## src/hdl/lcst_pkg.sv

```systemverilog
// ----------------------------------------------------------------------------
// lcst_pkg
// shared types and constants for the line call state table
// ----------------------------------------------------------------------------
package lcst_pkg;

    // number of lines; the line index doubles as the extension
    localparam int LINES  = 16;
    localparam int LINE_W = $clog2(LINES);

    // command codes
    typedef enum logic [1:0] {
        OP_PICKUP = 2'd0,
        OP_HANGUP = 2'd1,
        OP_DIAL   = 2'd2,
        OP_CHAT   = 2'd3
    } t_opcode;

    // per-line call state as seen by the client
    typedef enum logic [2:0] {
        ST_ON_HOOK   = 3'd0,
        ST_RINGING   = 3'd1,
        ST_DIAL_TONE = 3'd2,
        ST_RING_BACK = 3'd3,
        ST_BUSY      = 3'd4,
        ST_CONNECTED = 3'd5,
        ST_ERROR     = 3'd6
    } t_call_state;

    // one table entry; all zero is the reset value (on-hook, no peer)
    typedef struct packed {
        t_call_state             state;
        logic [LINE_W-1:0]       peer;
        logic                    peer_vld;
    } t_entry;

    // sequencer states, one-hot
    typedef enum logic [7:0] {
        S_IDLE  = 8'b0000_0001,
        S_LREAD = 8'b0000_0010,
        S_PREAD = 8'b0000_0100,
        S_WPEER = 8'b0000_1000,
        S_WLINE = 8'b0001_0000,
        S_NRD   = 8'b0010_0000,
        S_NLOAD = 8'b0100_0000,
        S_NSEND = 8'b1000_0000
    } t_fsm;

endpackage

```

## src/hdl/line_call_state_table_core.sv

```systemverilog
// a command is read, decided, written back and then notified: the sequencer steps through
//   S_LREAD, S_PREAD, S_WPEER, S_WLINE, S_NRD and S_NLOAD before the first notification
//   is valid; a new command is taken only once the sequencer is back in S_IDLE after the
//   last of its one or two notifications, so any output stall also holds up commands
// reset: synchronous active-low; all lines read as on-hook with no peer at once,
//   through per-entry valid flags, so no clearing pass is needed
// ----------------------------------------------------------------------------
// line_call_state_table_core
// call state and peer link per telephone line, updated by pickup, hangup,
// dial and chat-check commands, with a notification stream per command
// ----------------------------------------------------------------------------
module line_call_state_table_core (
    input  logic        i_clk,
    input  logic        i_rst_n,
    // command stream
    input  logic        i_s_tvalid,
    output logic        o_s_tready,
    input  logic [15:0] i_s_tdata,   // [3:0] line, [7:4] target_line, [8] target_known
    input  logic [1:0]  i_s_tuser,   // [1:0] opcode
    // notification stream
    output logic        o_m_tvalid,
    input  logic        i_m_tready,
    output logic [15:0] o_m_tdata,   // [3:0] note_line, [6:4] note_state, [10:7] note_peer
    output logic        o_m_tuser,   // [0] status
    output logic        o_m_tlast    // final notification of the command
);
    import lcst_pkg::*;

    // ------------------------------------------------------------------
    // entry table: one write port, one registered read port
    // r_vld marks entries written since reset; others read as reset value
    // ------------------------------------------------------------------
    t_entry            r_mem [LINES];
    logic [LINES-1:0]  r_vld;
    t_entry            r_rd_ent;
    logic              r_rd_vld;
    t_entry            rd_ent;       // effective read data
    logic [LINE_W-1:0] rd_addr;
    logic              wr_en;
    logic [LINE_W-1:0] wr_addr;
    t_entry            wr_data;

    assign rd_ent = r_rd_vld ? r_rd_ent : t_entry'('0);

    always_ff @(posedge i_clk) begin
        if (wr_en) begin
            r_mem[wr_addr] <= wr_data;
        end
        r_rd_ent <= r_mem[rd_addr];
        r_rd_vld <= r_vld[rd_addr];
    end

    always_ff @(posedge i_clk) begin
        if (!i_rst_n) begin
            r_vld <= '0;
        end else if (wr_en) begin
            r_vld[wr_addr] <= 1'b1;
        end
    end

    // ------------------------------------------------------------------
    // command registers
    // ------------------------------------------------------------------
    t_fsm              r_state, n_state;
    t_opcode           r_op;
    logic [LINE_W-1:0] r_line;
    logic [LINE_W-1:0] r_tg;
    logic              r_known;      // target resolved and within the table
    t_entry            r_ln_ent;     // issuing line's entry before the command

    // decisions taken once both entries are in hand
    t_entry            r_new_ln, n_new_ln;
    t_entry            r_new_pr, n_new_pr;
    logic [LINE_W-1:0] r_pr_addr, n_pr_addr;
    logic              r_pr_upd, n_pr_upd;     // peer written and notified
    logic              r_status, n_status;
    logic              r_note_is_peer;         // notification under way is the peer's

    // output register
    logic              r_out_vld;
    logic [3:0]        r_out_line;
    t_call_state       r_out_state;
    logic [3:0]        r_out_peer;
    logic              r_out_status;
    logic              r_out_last;

    logic              in_xfer;
    logic              line_ok;

    assign o_s_tready = (r_state == S_IDLE);
    assign in_xfer    = i_s_tvalid && o_s_tready;
    // a line index beyond the table is dropped without notification
    assign line_ok    = int'(i_s_tdata[3:0]) < LINES;

    // ------------------------------------------------------------------
    // table port addressing
    // ------------------------------------------------------------------
    always_comb begin
        rd_addr = r_line;
        case (r_state)
            S_IDLE:  rd_addr = i_s_tdata[LINE_W-1:0];
            // second read: dial target, or the linked peer otherwise
            S_LREAD: rd_addr = (r_op == OP_DIAL) ? r_tg : rd_ent.peer;
            S_NRD:   rd_addr = r_note_is_peer ? r_pr_addr : r_line;
            default: rd_addr = r_line;
        endcase
    end

    always_comb begin
        wr_en   = 1'b0;
        wr_addr = r_line;
        wr_data = r_new_ln;
        case (r_state)
            S_WPEER: begin
                wr_en   = r_pr_upd;
                wr_addr = r_pr_addr;
                wr_data = r_new_pr;
            end
            S_WLINE: begin
                wr_en   = 1'b1;
                wr_addr = r_line;
                wr_data = r_new_ln;
            end
            default: wr_en = 1'b0;
        endcase
    end

    // ------------------------------------------------------------------
    // command decode: r_ln_ent is the issuing line, rd_ent the second entry
    // ------------------------------------------------------------------
    always_comb begin
        n_new_ln  = r_ln_ent;
        n_new_pr  = rd_ent;
        n_pr_addr = r_ln_ent.peer;
        n_pr_upd  = 1'b0;
        n_status  = 1'b0;
        case (r_op)
            OP_PICKUP: begin
                if (r_ln_ent.state == ST_ON_HOOK) begin
                    n_new_ln.state = ST_DIAL_TONE;
                end else if (r_ln_ent.state == ST_RINGING && r_ln_ent.peer_vld) begin
                    // answer: both ends connected, the peer keeps its own link
                    n_new_ln.state = ST_CONNECTED;
                    n_new_pr.state = ST_CONNECTED;
                    n_pr_upd       = 1'b1;
                end
            end
            OP_HANGUP: begin
                if (r_ln_ent.peer_vld && (r_ln_ent.state == ST_CONNECTED ||
                                          r_ln_ent.state == ST_RINGING ||
                                          r_ln_ent.state == ST_RING_BACK)) begin
                    n_new_pr.state    = (r_ln_ent.state == ST_RING_BACK) ?
                                        ST_ON_HOOK : ST_DIAL_TONE;
                    n_new_pr.peer     = '0;
                    n_new_pr.peer_vld = 1'b0;
                    n_pr_upd          = 1'b1;
                end
                n_new_ln = t_entry'('0);
            end
            OP_DIAL: begin
                n_pr_addr = r_tg;
                if (r_ln_ent.state == ST_DIAL_TONE) begin
                    if (!r_known) begin
                        n_new_ln.state = ST_ERROR;
                    end else if (r_tg == r_line || rd_ent.peer_vld ||
                                 rd_ent.state != ST_ON_HOOK) begin
                        n_new_ln.state = ST_BUSY;
                    end else begin
                        n_new_ln.state    = ST_RING_BACK;
                        n_new_ln.peer     = r_tg;
                        n_new_ln.peer_vld = 1'b1;
                        n_new_pr.state    = ST_RINGING;
                        n_new_pr.peer     = r_line;
                        n_new_pr.peer_vld = 1'b1;
                        n_pr_upd          = 1'b1;
                    end
                end
            end
            OP_CHAT: begin
                n_status = (r_ln_ent.state != ST_CONNECTED);
            end
            default: n_pr_upd = 1'b0;
        endcase
    end

    // ------------------------------------------------------------------
    // sequencer
    // ------------------------------------------------------------------
    always_comb begin
        n_state = r_state;
        case (r_state)
            S_IDLE:  if (in_xfer && line_ok) n_state = S_LREAD;
            S_LREAD: n_state = S_PREAD;
            S_PREAD: n_state = S_WPEER;
            S_WPEER: n_state = S_WLINE;
            S_WLINE: n_state = S_NRD;
            S_NRD:   n_state = S_NLOAD;
            S_NLOAD: n_state = S_NSEND;
            S_NSEND: begin
                if (i_m_tready) begin
                    n_state = r_note_is_peer ? S_NRD : S_IDLE;
                end
            end
            default: n_state = S_IDLE;
        endcase
    end

    always_ff @(posedge i_clk) begin
        if (!i_rst_n) begin
            r_state        <= S_IDLE;
            r_out_vld      <= 1'b0;
            r_note_is_peer <= 1'b0;
        end else begin
            r_state <= n_state;
            case (r_state)
                S_WLINE: r_note_is_peer <= r_pr_upd;
                S_NLOAD: r_out_vld <= 1'b1;
                S_NSEND: begin
                    if (i_m_tready) begin
                        r_out_vld      <= 1'b0;
                        r_note_is_peer <= 1'b0;
                    end
                end
                default: r_out_vld <= r_out_vld;
            endcase
        end
    end

    // payload registers
    always_ff @(posedge i_clk) begin
        if (in_xfer) begin
            r_op    <= t_opcode'(i_s_tuser);
            r_line  <= i_s_tdata[LINE_W-1:0];
            r_tg    <= i_s_tdata[4 +: LINE_W];
            r_known <= i_s_tdata[8] && (int'(i_s_tdata[7:4]) < LINES);
        end
        if (r_state == S_LREAD) begin
            r_ln_ent <= rd_ent;
        end
        if (r_state == S_PREAD) begin
            r_new_ln  <= n_new_ln;
            r_new_pr  <= n_new_pr;
            r_pr_addr <= n_pr_addr;
            r_pr_upd  <= n_pr_upd;
            r_status  <= n_status;
        end
        if (r_state == S_NLOAD) begin
            // notification carries the entry as it stands after the update
            r_out_line   <= 4'(r_note_is_peer ? r_pr_addr : r_line);
            r_out_state  <= rd_ent.state;
            r_out_peer   <= (rd_ent.state == ST_CONNECTED && rd_ent.peer_vld) ?
                            4'(rd_ent.peer) : 4'd0;
            r_out_status <= r_note_is_peer ? 1'b0 : r_status;
            r_out_last   <= !r_note_is_peer;
        end
    end

    assign o_m_tvalid = r_out_vld;
    assign o_m_tdata  = {5'd0, r_out_peer, r_out_state, r_out_line};
    assign o_m_tuser  = r_out_status;
    assign o_m_tlast  = r_out_last;

`ifndef ASSERT_OFF
    a_onehot_fsm: assert property (@(posedge i_clk) disable iff (!i_rst_n)
        $onehot(r_state))
        else $error("sequencer state not one-hot");

    a_out_only_in_send: assert property (@(posedge i_clk) disable iff (!i_rst_n)
        r_out_vld |-> (r_state == S_NSEND))
        else $error("output valid outside the send state");

    a_no_accept_while_out: assert property (@(posedge i_clk) disable iff (!i_rst_n)
        o_s_tready |-> !r_out_vld)
        else $error("command taken while a notification is pending");

    a_last_matches_note: assert property (@(posedge i_clk) disable iff (!i_rst_n)
        r_out_vld |-> (o_m_tlast == !r_note_is_peer))
        else $error("tlast disagrees with notification order");

    a_peer_then_line: assert property (@(posedge i_clk) disable iff (!i_rst_n)
        (r_state == S_NSEND && i_m_tready && r_note_is_peer) |=>
            (r_state == S_NRD && !r_note_is_peer))
        else $error("line notification does not follow peer notification");
`endif

endmodule

```

## config.mk

```make
export PLATFORM = sky130hd
export DESIGN_NAME = line_call_state_table_core
export DESIGN_NICKNAME = d
export VERILOG_FILES = /design/src/hdl/lcst_pkg.sv /design/src/hdl/line_call_state_table_core.sv
export SDC_FILE = /design/constraint.sdc
export NUM_CORES = 1
export LEC_CHECK = 0
export BUFFER_PORTS_ARGS = -buffer_cell sky130_fd_sc_hd__buf_2
export CAP_MARGIN = 20
export CORE_MARGIN = 1
export CORE_UTILIZATION = 40
export CTS_CLUSTER_SIZE = 24
export DETAILED_ROUTE_END_ITERATION = 8
export PLACE_DENSITY_LB_ADDON = 0.1
export SLEW_MARGIN = 20
export SYNTH_ARGS = -nofsm -noshare
export SYNTH_HDL_FRONTEND = slang
export SYNTH_SLANG_ARGS = --single-unit
```

## constraint.sdc

```tcl
create_clock -name i_clk -period 4.11 [get_ports i_clk]
set_input_delay 0.2055 -clock i_clk [delete_from_list [all_inputs] [get_ports i_clk]]
set_output_delay 0.2055 -clock i_clk [all_outputs]
set_load 0.01 [all_outputs]
```

Word level (Yosys, flattened, before mapping)
Memories as Yosys holds them, arrays and structs flattened. A register that Yosys moved wholly into a read port is not among the register bits.
Index checks and enable logic that the tools add are counted.
Widths: inputs -> output; s select.

operators by class
  magnitude comparators = 3
  equal/unequal tests = 20
  multiplexer cells = 46
  bitwise gates (word level) = 1
  reductions and logical operators = 18

operator list
  operator            count
  $mux 8              9
  $pmux 8 s8          1
  $pmux 5 s2          2
  $mux 3              6
  $pmux 3 s3          2
  $mux 4              4
  $or 16x16->16       1
  $pmux 4 s3          1
  $mux 1              11
  $lt 4x5->1 const B  2
  $mux 5              2
  $eq 8x1->1 const B  1
  $eq 8x2->1 const B  1
  $eq 8x3->1 const B  1
  $eq 8x4->1 const B  1
  $eq 8x5->1 const B  1
  $eq 8x6->1 const B  1
  $eq 8x7->1 const B  1
  $eq 8x8->1 const B  1
  $eq 3x2->1 const B  2
  $eq 3x3->1 const B  2
  $mux 6              1
  $pmux 1 s2          3
  $reduce_and 2->1    3
  19 further kinds    28

storage, ports and cells
  flip-flop bits (word level) = 81
  memory bits (writable) = 128
  input bits = 22
  output and inout bits = 20
  word-level logic and storage cells = 115
  memories = 1

memory list
  name   depth  bits a word  rd ports  clocked after Yosys merged registers in  wr ports  RTL line                          text
  r_mem  16     8            1         1                                        1         line_call_state_table_core.sv:33  t_entry r_mem [LINES];

Longest topological paths before layout
Gate-level depths: netlist (run 1).

  depth in word-level cells = 7
  depth in mapped cells = 13
  mapped depth without buffers = 9

Worst setup path after synthesis (run 1)
No wires, ideal clock.

  path type = register to register
  start point = register r_state[0]
  end point = register r_rd_ent[5] (netlist name)
  data arrival time = 2.396 ns
  required time = 3.977 ns
  slack = 1.581 ns
  cell stages (with the launch flop) = 11
  buffers on the path = 3
  path through = dfxtp_1 or4b_1 nor2_2 a221o_1 buf_4 or2_1 buf_6 buf_2 nand3_1 a32oi_1 o311ai_1

on the way
  word-level cells in the longest chain between the ends = 2

RTL lines
  what                                RTL line                           text
  start, declared                     line_call_state_table_core.sv:64   t_fsm r_state, n_state;
  start signal, assigned              line_call_state_table_core.sv:214  r_state <= n_state;
  $eq 8x6->1 (tied with other cells)  line_call_state_table_core.sv:100  case (r_state)
  $pmux 4 s3 *                        line_call_state_table_core.sv:100

Mark *: on every way between the ends. The rest lies on a longest branch, timed or not.
A chain may end at the register's enable or synchronous reset.

Worst setup path in the final report (run 1)
  start point = register r_state[1]
  end point = register r_rd_vld

on the way
  word-level cells in the longest chain between the ends = 4

RTL lines
  what                                RTL line                           text
  $eq 8x6->1 (tied with other cells)  line_call_state_table_core.sv:100
  $pmux 4 s3 *                        line_call_state_table_core.sv:100
  $bmux 1 s4 *                        line_call_state_table_core.sv:50   r_rd_vld <= r_vld[rd_addr];
  $mux 1 (implied by the code) *      line_call_state_table_core.sv:50
  end signal, assigned                line_call_state_table_core.sv:50
  end, declared                       line_call_state_table_core.sv:36   logic r_rd_vld;

Mark *: on every way between the ends. The rest lies on a longest branch, timed or not. The select of a mux whose other input is x is not followed.

==> impl_metrics.ini, run 1 <==
[status]
status = complete, no violations

[logic_synthesis]
synth.distinct_cells = 65
synth_simple_gate_area_share_pct = 10.9
synth-compound-area-share_pct = 16.3
synthMuxAreaShare_pct = 1.68
synth_top_area_cell = edfxtp_1
synth_top_family_by_area = compound AO/OA/AOI/OAI gates
yosys-top-cells-area = edfxtp_1 59%, dfxtp_1 7.5%, nand2_1 2.5%, o21ai_0 2.4%, nand3_1 1.7%
synthCells = 716
yosys.area_share.xor_xnor_pct = 0.376
yosysSeqAreaShare_pct = 66.1
synth_top_cell_area_share_pct = 58.6
netlist_area_sq_um = 9320
synthAdderAreaFrac_pct = 0.671
async_flop_share_pct = 0
synth_edf_count = 182
ys.flop_type = edfxtp_1
ys_warn_count = 0
syn_area_per_cell_sq_um = 13.0
ys_ff_latch = 217

[global_routing]
antenna_found_initial = 0
grt_pass1_wl_mm = 35.0
grt_max_degree = 47
grt.total_usage_pct = 19.5
grt_pass1_vias = 5934
grt_overflow = 0

[floorplanning]
rows = 55
start_util_pct = 40.9
fp.dieH_um = 155
fp.dieW_um = 155
io_pins = 42
dieArea_sq_um = 23900
coreArea_sq_um = 22800

[power_and_ir_drop]
p_leak_nw = 3.59
internal_power_mw = 3.87
switching_share_pct = 25.8
pwr-share-clk_pct = 38.9
peakVddDrop_mv = 0.301
p_comb_share_pct = 13.6
switchingPower_mw = 1.34
seqPwrFrac_pct = 47.5
powerDensity_nw_per_um2 = 493

[placed_design]
dp_hpwl_mm = 14.5
port_buffers = 29
placed_area_sq_um = 9680
gp_congestion = 0.856

[sta]
setup_violations = 0
final-max-slew-violation-count = 0
clock.fmax_mhz = 291
relSlewSlack_pct = 33.1
rsz0062_at_grt = no
hold_viol = 0
period_share_pct = 83.6
period_needed_ps = 3440
tns_ps = 0
clock_skew_ps = 12.8
worstMarginPinSlew_ps = 1000

[critical_path]
cp.required_ps = 4530
worstPathMaxFanout = 36
worstPathCellList = or4b_1, nor2_2, a221o_1, or2_2, buf_4, a211oi_1, a311o_1, o311ai_1
cp.arrival_ps = 3850
crit_type = reg -> reg
crit_path_end_kind = flip-flop
cp_slowest_cell = or2_2
cp-start-kind = flip-flop
cp_slowest_stage_delay_ps = 610

[cts]
clockRootBuffer = clkbuf_16
insertion_delay_ps = 520
htreeDepth = 1
path_clk_slew_ps = 60
clock_sinks = 217
cts_buffers = 24
cts_buffer_depth = 3
cts_tree = done
cts_resized = 0

[drt]
viasPerCell = 5.66
vias = 6097
totalWireLength_mm = 22.9
drt_pass1_iterations = 6
drc = 0
dr.first_iter.drc_count = 385
wire_per_inst_um = 21.2
ant_nets = 0

[run]
cap_violations = 0

[layout]
num-nets-final = 774
area_growth_pct = 13.3
layout-drive-gt1-share_pct = 12.9
design_area_sq_um = 10600
regArea_sq_um = 6170
diodes = 0
multiInputGateArea_sq_um = 2800
fillers = 2091

[worst_hold_path]
min_path_type = in -> reg
cell type report:
| class | count | share of cell area (%) |
|---|---|---|
| Multi-Input combinational cell | 431 | 26.5 |
| Clock inverter | 7 | 0.308 |
| Sequential cell | 217 | 58.4 |
| Tap cell | 313 | 3.71 |
| Timing Repair Buffer | 51 | 3.48 |
| Inverter | 22 | 0.782 |
| Clock buffer | 37 | 6.82 |
stage by stage:
step                      hold WS (ps)  setup WS [ps]  instances  utilization (%)  power, mW
final                              159            672       1078             46.4       5.21
after global routing               187            407       1078             46.4       5.42
after global placement             383            693       1021             42.5       3.22
after detailed placement           384            618       1021             42.5       3.22
after CTS                          141            620       1078             46.4       5.26
after floorplan                    304           1580        720                -       3.01
timing repair:
| action | 4_1_cts | 5_1_grt |
|---|---|---|
| endpoints found under the hold margin | 13 | 0 |
| endpoints found under the setup margin | 0 | 0 |
| buffers inserted | 0 | 0 |
| hold buffers | 13 | 0 |
cell usage in the layout, fill, tap and decap left out, drive strengths merged, types with 10 or more instances in the layout:
cell type / synthesis / final
a211oi: 10 / 10
a21boi: 20 / 20
a21oi: 19 / 19
a32oi: 18 / 18
and3: 14 / 14
buf: 27 / 38
clkbuf: 23 / 37
dfxtp: 35 / 35
dlygate4sd3: 0 / 13
edfxtp: 182 / 182
inv: 22 / 22
mux2: 13 / 13
nand2: 64 / 64
nand3: 32 / 32
nor2: 41 / 41
o21a: 16 / 16
o21ai: 45 / 45
o22ai: 10 / 10
routing by layer:
layer | up-vias | part of all wire, % | GRT usage, %
met3 | 41 | 5.2 | 2.72
li1 | 2820 | - | -
met5 | - | 0 | 0
met1 | 3061 | 45 | 27.6
met2 | 175 | 47 | 31.0
met4 | 0 | 2.7 | 6.03
critical path, delay by kind of cell (launching register included):
family / cells / cell delay (ps)
buffers and inverters: 1 / 480
AO/OA/AOI/OAI: 4 / 1000
flip-flops: 1 / 450
AND/OR/NAND/NOR: 3 / 1370
cell usage after synthesis, types with 3 or more instances:
cell type and count:
a211o_1 9, a211oi_1 9, a21boi_0 19, a21o_1 9
a21oi_1 19, a22oi_1 8, a311o_1 9, a311oi_1 9
a31oi_1 5, a32oi_1 18, and2_1 8, and3_1 14
and4b_1 3, buf_2 10, buf_4 9, buf_6 7
clkbuf_1 23, dfxtp_1 35, edfxtp_1 182, ha_1 5
inv_1 21, mux2_2 13, nand2_1 63, nand3_1 32
nand4b_1 5, nor2_1 39, nor2b_1 5, nor3_1 4
nor3b_1 3, nor4b_1 3, o21a_1 16, o21ai_0 44
o22ai_1 10, o311ai_1 9, xor2_1 4
power by group through the flow:
stage | sequential [mW] | clock [mW] | combinational [mW]
final | 2.48 | 2.03 | 0.709
after global routing | 2.48 | 2.16 | 0.774
after CTS | 2.48 | 2.07 | 0.710
after detailed placement | 2.53 | 0 | 0.697
after global placement | 2.53 | 0 | 0.687
after floorplan | 2.49 | 0 | 0.514
sequential cells by signal (all words and copies together) (netlist names), 2 cells and up:
register / count
r_mem: 128
r_vld: 16
r_ln_ent: 8
r_new_ln: 8
r_new_pr: 8
r_rd_ent: 8
r_state: 8
r_line: 4
r_out_line: 4
r_out_peer: 4
r_pr_addr: 4
r_tg: 4
r_out_state: 3
r_op: 2
path summary, 6_finish.rpt:
path | end | slack (ps) | from | cells after the start
max | r_rd_vld$_DFF_P_ | 670 | r_state[1]$_SDFFE_PN0P_ | 8
min | r_state[0]$_SDFFE_PN1P_ | 160 | i_rst_n | 2
max reg2reg | r_rd_vld$_DFF_P_ | 670 | r_state[1]$_SDFFE_PN0P_ | 8
min reg2reg | r_vld[9]$_SDFFE_PN0P_ | 460 | r_vld[9]$_SDFFE_PN0P_ | 1
logic make-up after synthesis:
logic type | after synthesis
AO/OA/AOI/OAI | 209
XOR/XNOR | 4
adder cells (fa/ha/maj) | 5
buffers and inverters | 72
flip-flops | 217
multiplexers | 14
other | 1
AND/OR/NAND/NOR | 194
Power figures use the tool's default switching activity.
==> run 2, diff against run 1 <==
==> constraint.sdc (replaced) <==
create_clock -name i_clk -period 3.2 [get_ports i_clk]
set_input_delay 0.16 -clock i_clk [delete_from_list [all_inputs] [get_ports i_clk]]
set_output_delay 0.16 -clock i_clk [all_outputs]
set_load 0.01 [all_outputs]
==> run 2 against run 1 <==
Register-to-register slack got worse by 430 ps. Final area increased by 2.1%. Final cell count increased by 2.1%. Setup slack got worse by 430 ps. Critical path depth unchanged. Clock-buffer cell count increased by 1. Die area unchanged. Flip-flop and latch count unchanged. Global-route usage increased by 0.18 points. Power increased by 31%.
==> impl_metrics.ini, run 2 (same netlist as run 1, synthesis figures left out) <==
[status]
status = complete, no violations

[sta]
relSlewSlack_pct = 36.7
period_share_pct = 92.3
hold_viol = 0
final-max-slew-violation-count = 0
worstMarginPinSlew_ps = 948
setup_violations = 0
tns_ps = 0
rsz0062_at_grt = no
clock.fmax_mhz = 338
period_needed_ps = 2950
clock_skew_ps = 12.3
setup_slack_ps = 245

[layout]
largest_register = r_mem
final_common_cell = edfxtp_1
num-nets-final = 798
diodes = 0
layout-drive-gt1-share_pct = 15.9
largest_reg_flops = 128
final_cell_mix = 182 x edfxtp_1, 63 x nand2_1, 44 x o21ai_0
top_regs = r_mem: 128 flops, r_vld: 16 flops
area_growth_pct = 15.7

[floorplanning]
io_pins = 42
coreArea_sq_um = 22800
dieArea_sq_um = 23900
rows = 55
fp.dieW_um = 155
fp.dieH_um = 155
start_util_pct = 40.9

[critical_path]
cp.required_ps = 3620
crit_path_end_kind = flip-flop
crit_type = reg -> reg
cp.arrival_ps = 3370
worstPathMaxFanout = 36
cp-start-kind = flip-flop
ff2ff_path_depth = 8
r2r-start = r_state[0]$_SDFFE_PN1P_
r2r_end = r_rd_vld$_DFF_P_
r2r_setup_slack_ps = 250

[placed_design]
gp_congestion = 0.882
dp_hpwl_mm = 15.0
pre_cts_slack_ps = 154
port_buffers = 29

[drt]
vias = 6134
drt_pass1_iterations = 4
wire_per_inst_um = 20.8
drc = 0
dr.first_iter.drc_count = 419
viasPerCell = 5.57
ant_nets = 0
totalWireLength_mm = 22.9

[worst_hold_path]
hold_end = r_state[0]$_SDFFE_PN1P_
hp-start = i_rst_n
min_path_cells = 2
min_path_type = in -> reg

[global_routing]
grt.total_usage_pct = 19.7
antenna_found_initial = 1
grt_overflow = 0
grt_max_degree = 47
grt_pass1_wl_mm = 35.5
grt_pass1_vias = 6083

[cts]
cts_tree = done
post_cts_buffers = 0
cts_buffers = 24
clockRootBuffer = clkbuf_16
htreeDepth = 1
cts_buffer_depth = 3
clock_sinks = 217
path_clk_slew_ps = 60
insertion_delay_ps = 520

[power_and_ir_drop]
peakVddDrop_mv = 0.340
powerDensity_nw_per_um2 = 632
p_leak_nw = 3.73

[run]
cap_violations = 0
## run 2: cell count changes in the layout (fill, tap and decap cells not counted), sizes merged
cell | before | now
buf | 38 | 62
bufinv | 0 | 1
clkinv | 7 | 4
clkbuf | 37 | 38
## run 2: routing by layer
metal | vias up | part of all wire, % | wire length [um] | track usage (%)
met2 | 133 | 49 | 11100 | 33.0
li1 | 2873 | - | - | -
met4 | 0 | 2.3 | 530 | 5.23
met5 | - | 0 | 0 | 0
met1 | 3090 | 45 | 10400 | 26.7
met3 | 38 | 4.0 | 909 | 2.83
## run 2: critical path: stages (launching register included)
cell and delay [ps]:
dfxtp_1 380, or4b_1 650, nor2_2 190, a221o_1 190
or2_2 410, buf_4 450, a211oi_1 80, a311o_1 370
o311ai_1 100
## run 2: cell type report
class | instances | area [sq um]
fill | 2031 | 12000
clock buffer | 38 | 734
clock inverter | 5 | 60.1
tap | 313 | 392
sequential | 217 | 6170
multi-input combinational | 431 | 2810
inverter | 22 | 82.6
timing repair buffer | 75 | 548
## run 2: worst max-delay path by stage
stage	startpoint	cells after the start	slack (ps)	end
final	r_state[0]$_SDFFE_PN1P_	8	250	r_rd_vld$_DFF_P_
after global routing	r_op[0]$_DFFE_PP_	8	70	r_rd_vld$_DFF_P_
after CTS	r_state[0]$_SDFFE_PN1P_	8	160	r_rd_vld$_DFF_P_
after detailed placement	r_state[0]$_SDFFE_PN1P_	8	150	r_rd_vld$_DFF_P_
after global placement	r_state[0]$_SDFFE_PN1P_	8	250	r_rd_vld$_DFF_P_
after floorplan	r_state[0]$_SDFFE_PN1P_	10	670	r_rd_ent[5]$_DFF_P_
## run 2: power by group
part / switching, mW / internal [mW] / leakage (nW)
sequential: 0.0534 / 3.12 / 1.93
combinational: 0.601 / 0.327 / 1.42
clock: 1.07 / 1.65 / 0.390
## run 2: stage by stage
stage / util [%] / total power [mW] / cell area, sq um / hold slack (ps) / instances
floorplan: - / 3.86 / 9340 / 259 / 720
global placement: 43.3 / 4.15 / 9860 / 338 / 1045
detailed placement: 43.3 / 4.15 / 9860 / 338 / 1045
CTS: 47.3 / 6.88 / 10800 / 112 / 1101
global route: 47.4 / 7.08 / 10800 / 127 / 1101
finish: 47.4 / 6.82 / 10800 / 111 / 1101
## run 2: repair_timing
item	4_1_cts	5_1_grt
hold endpoints to repair	14	0
endpoints found under the setup margin	0	4
resized for setup	0	2
hold buffers	13	0
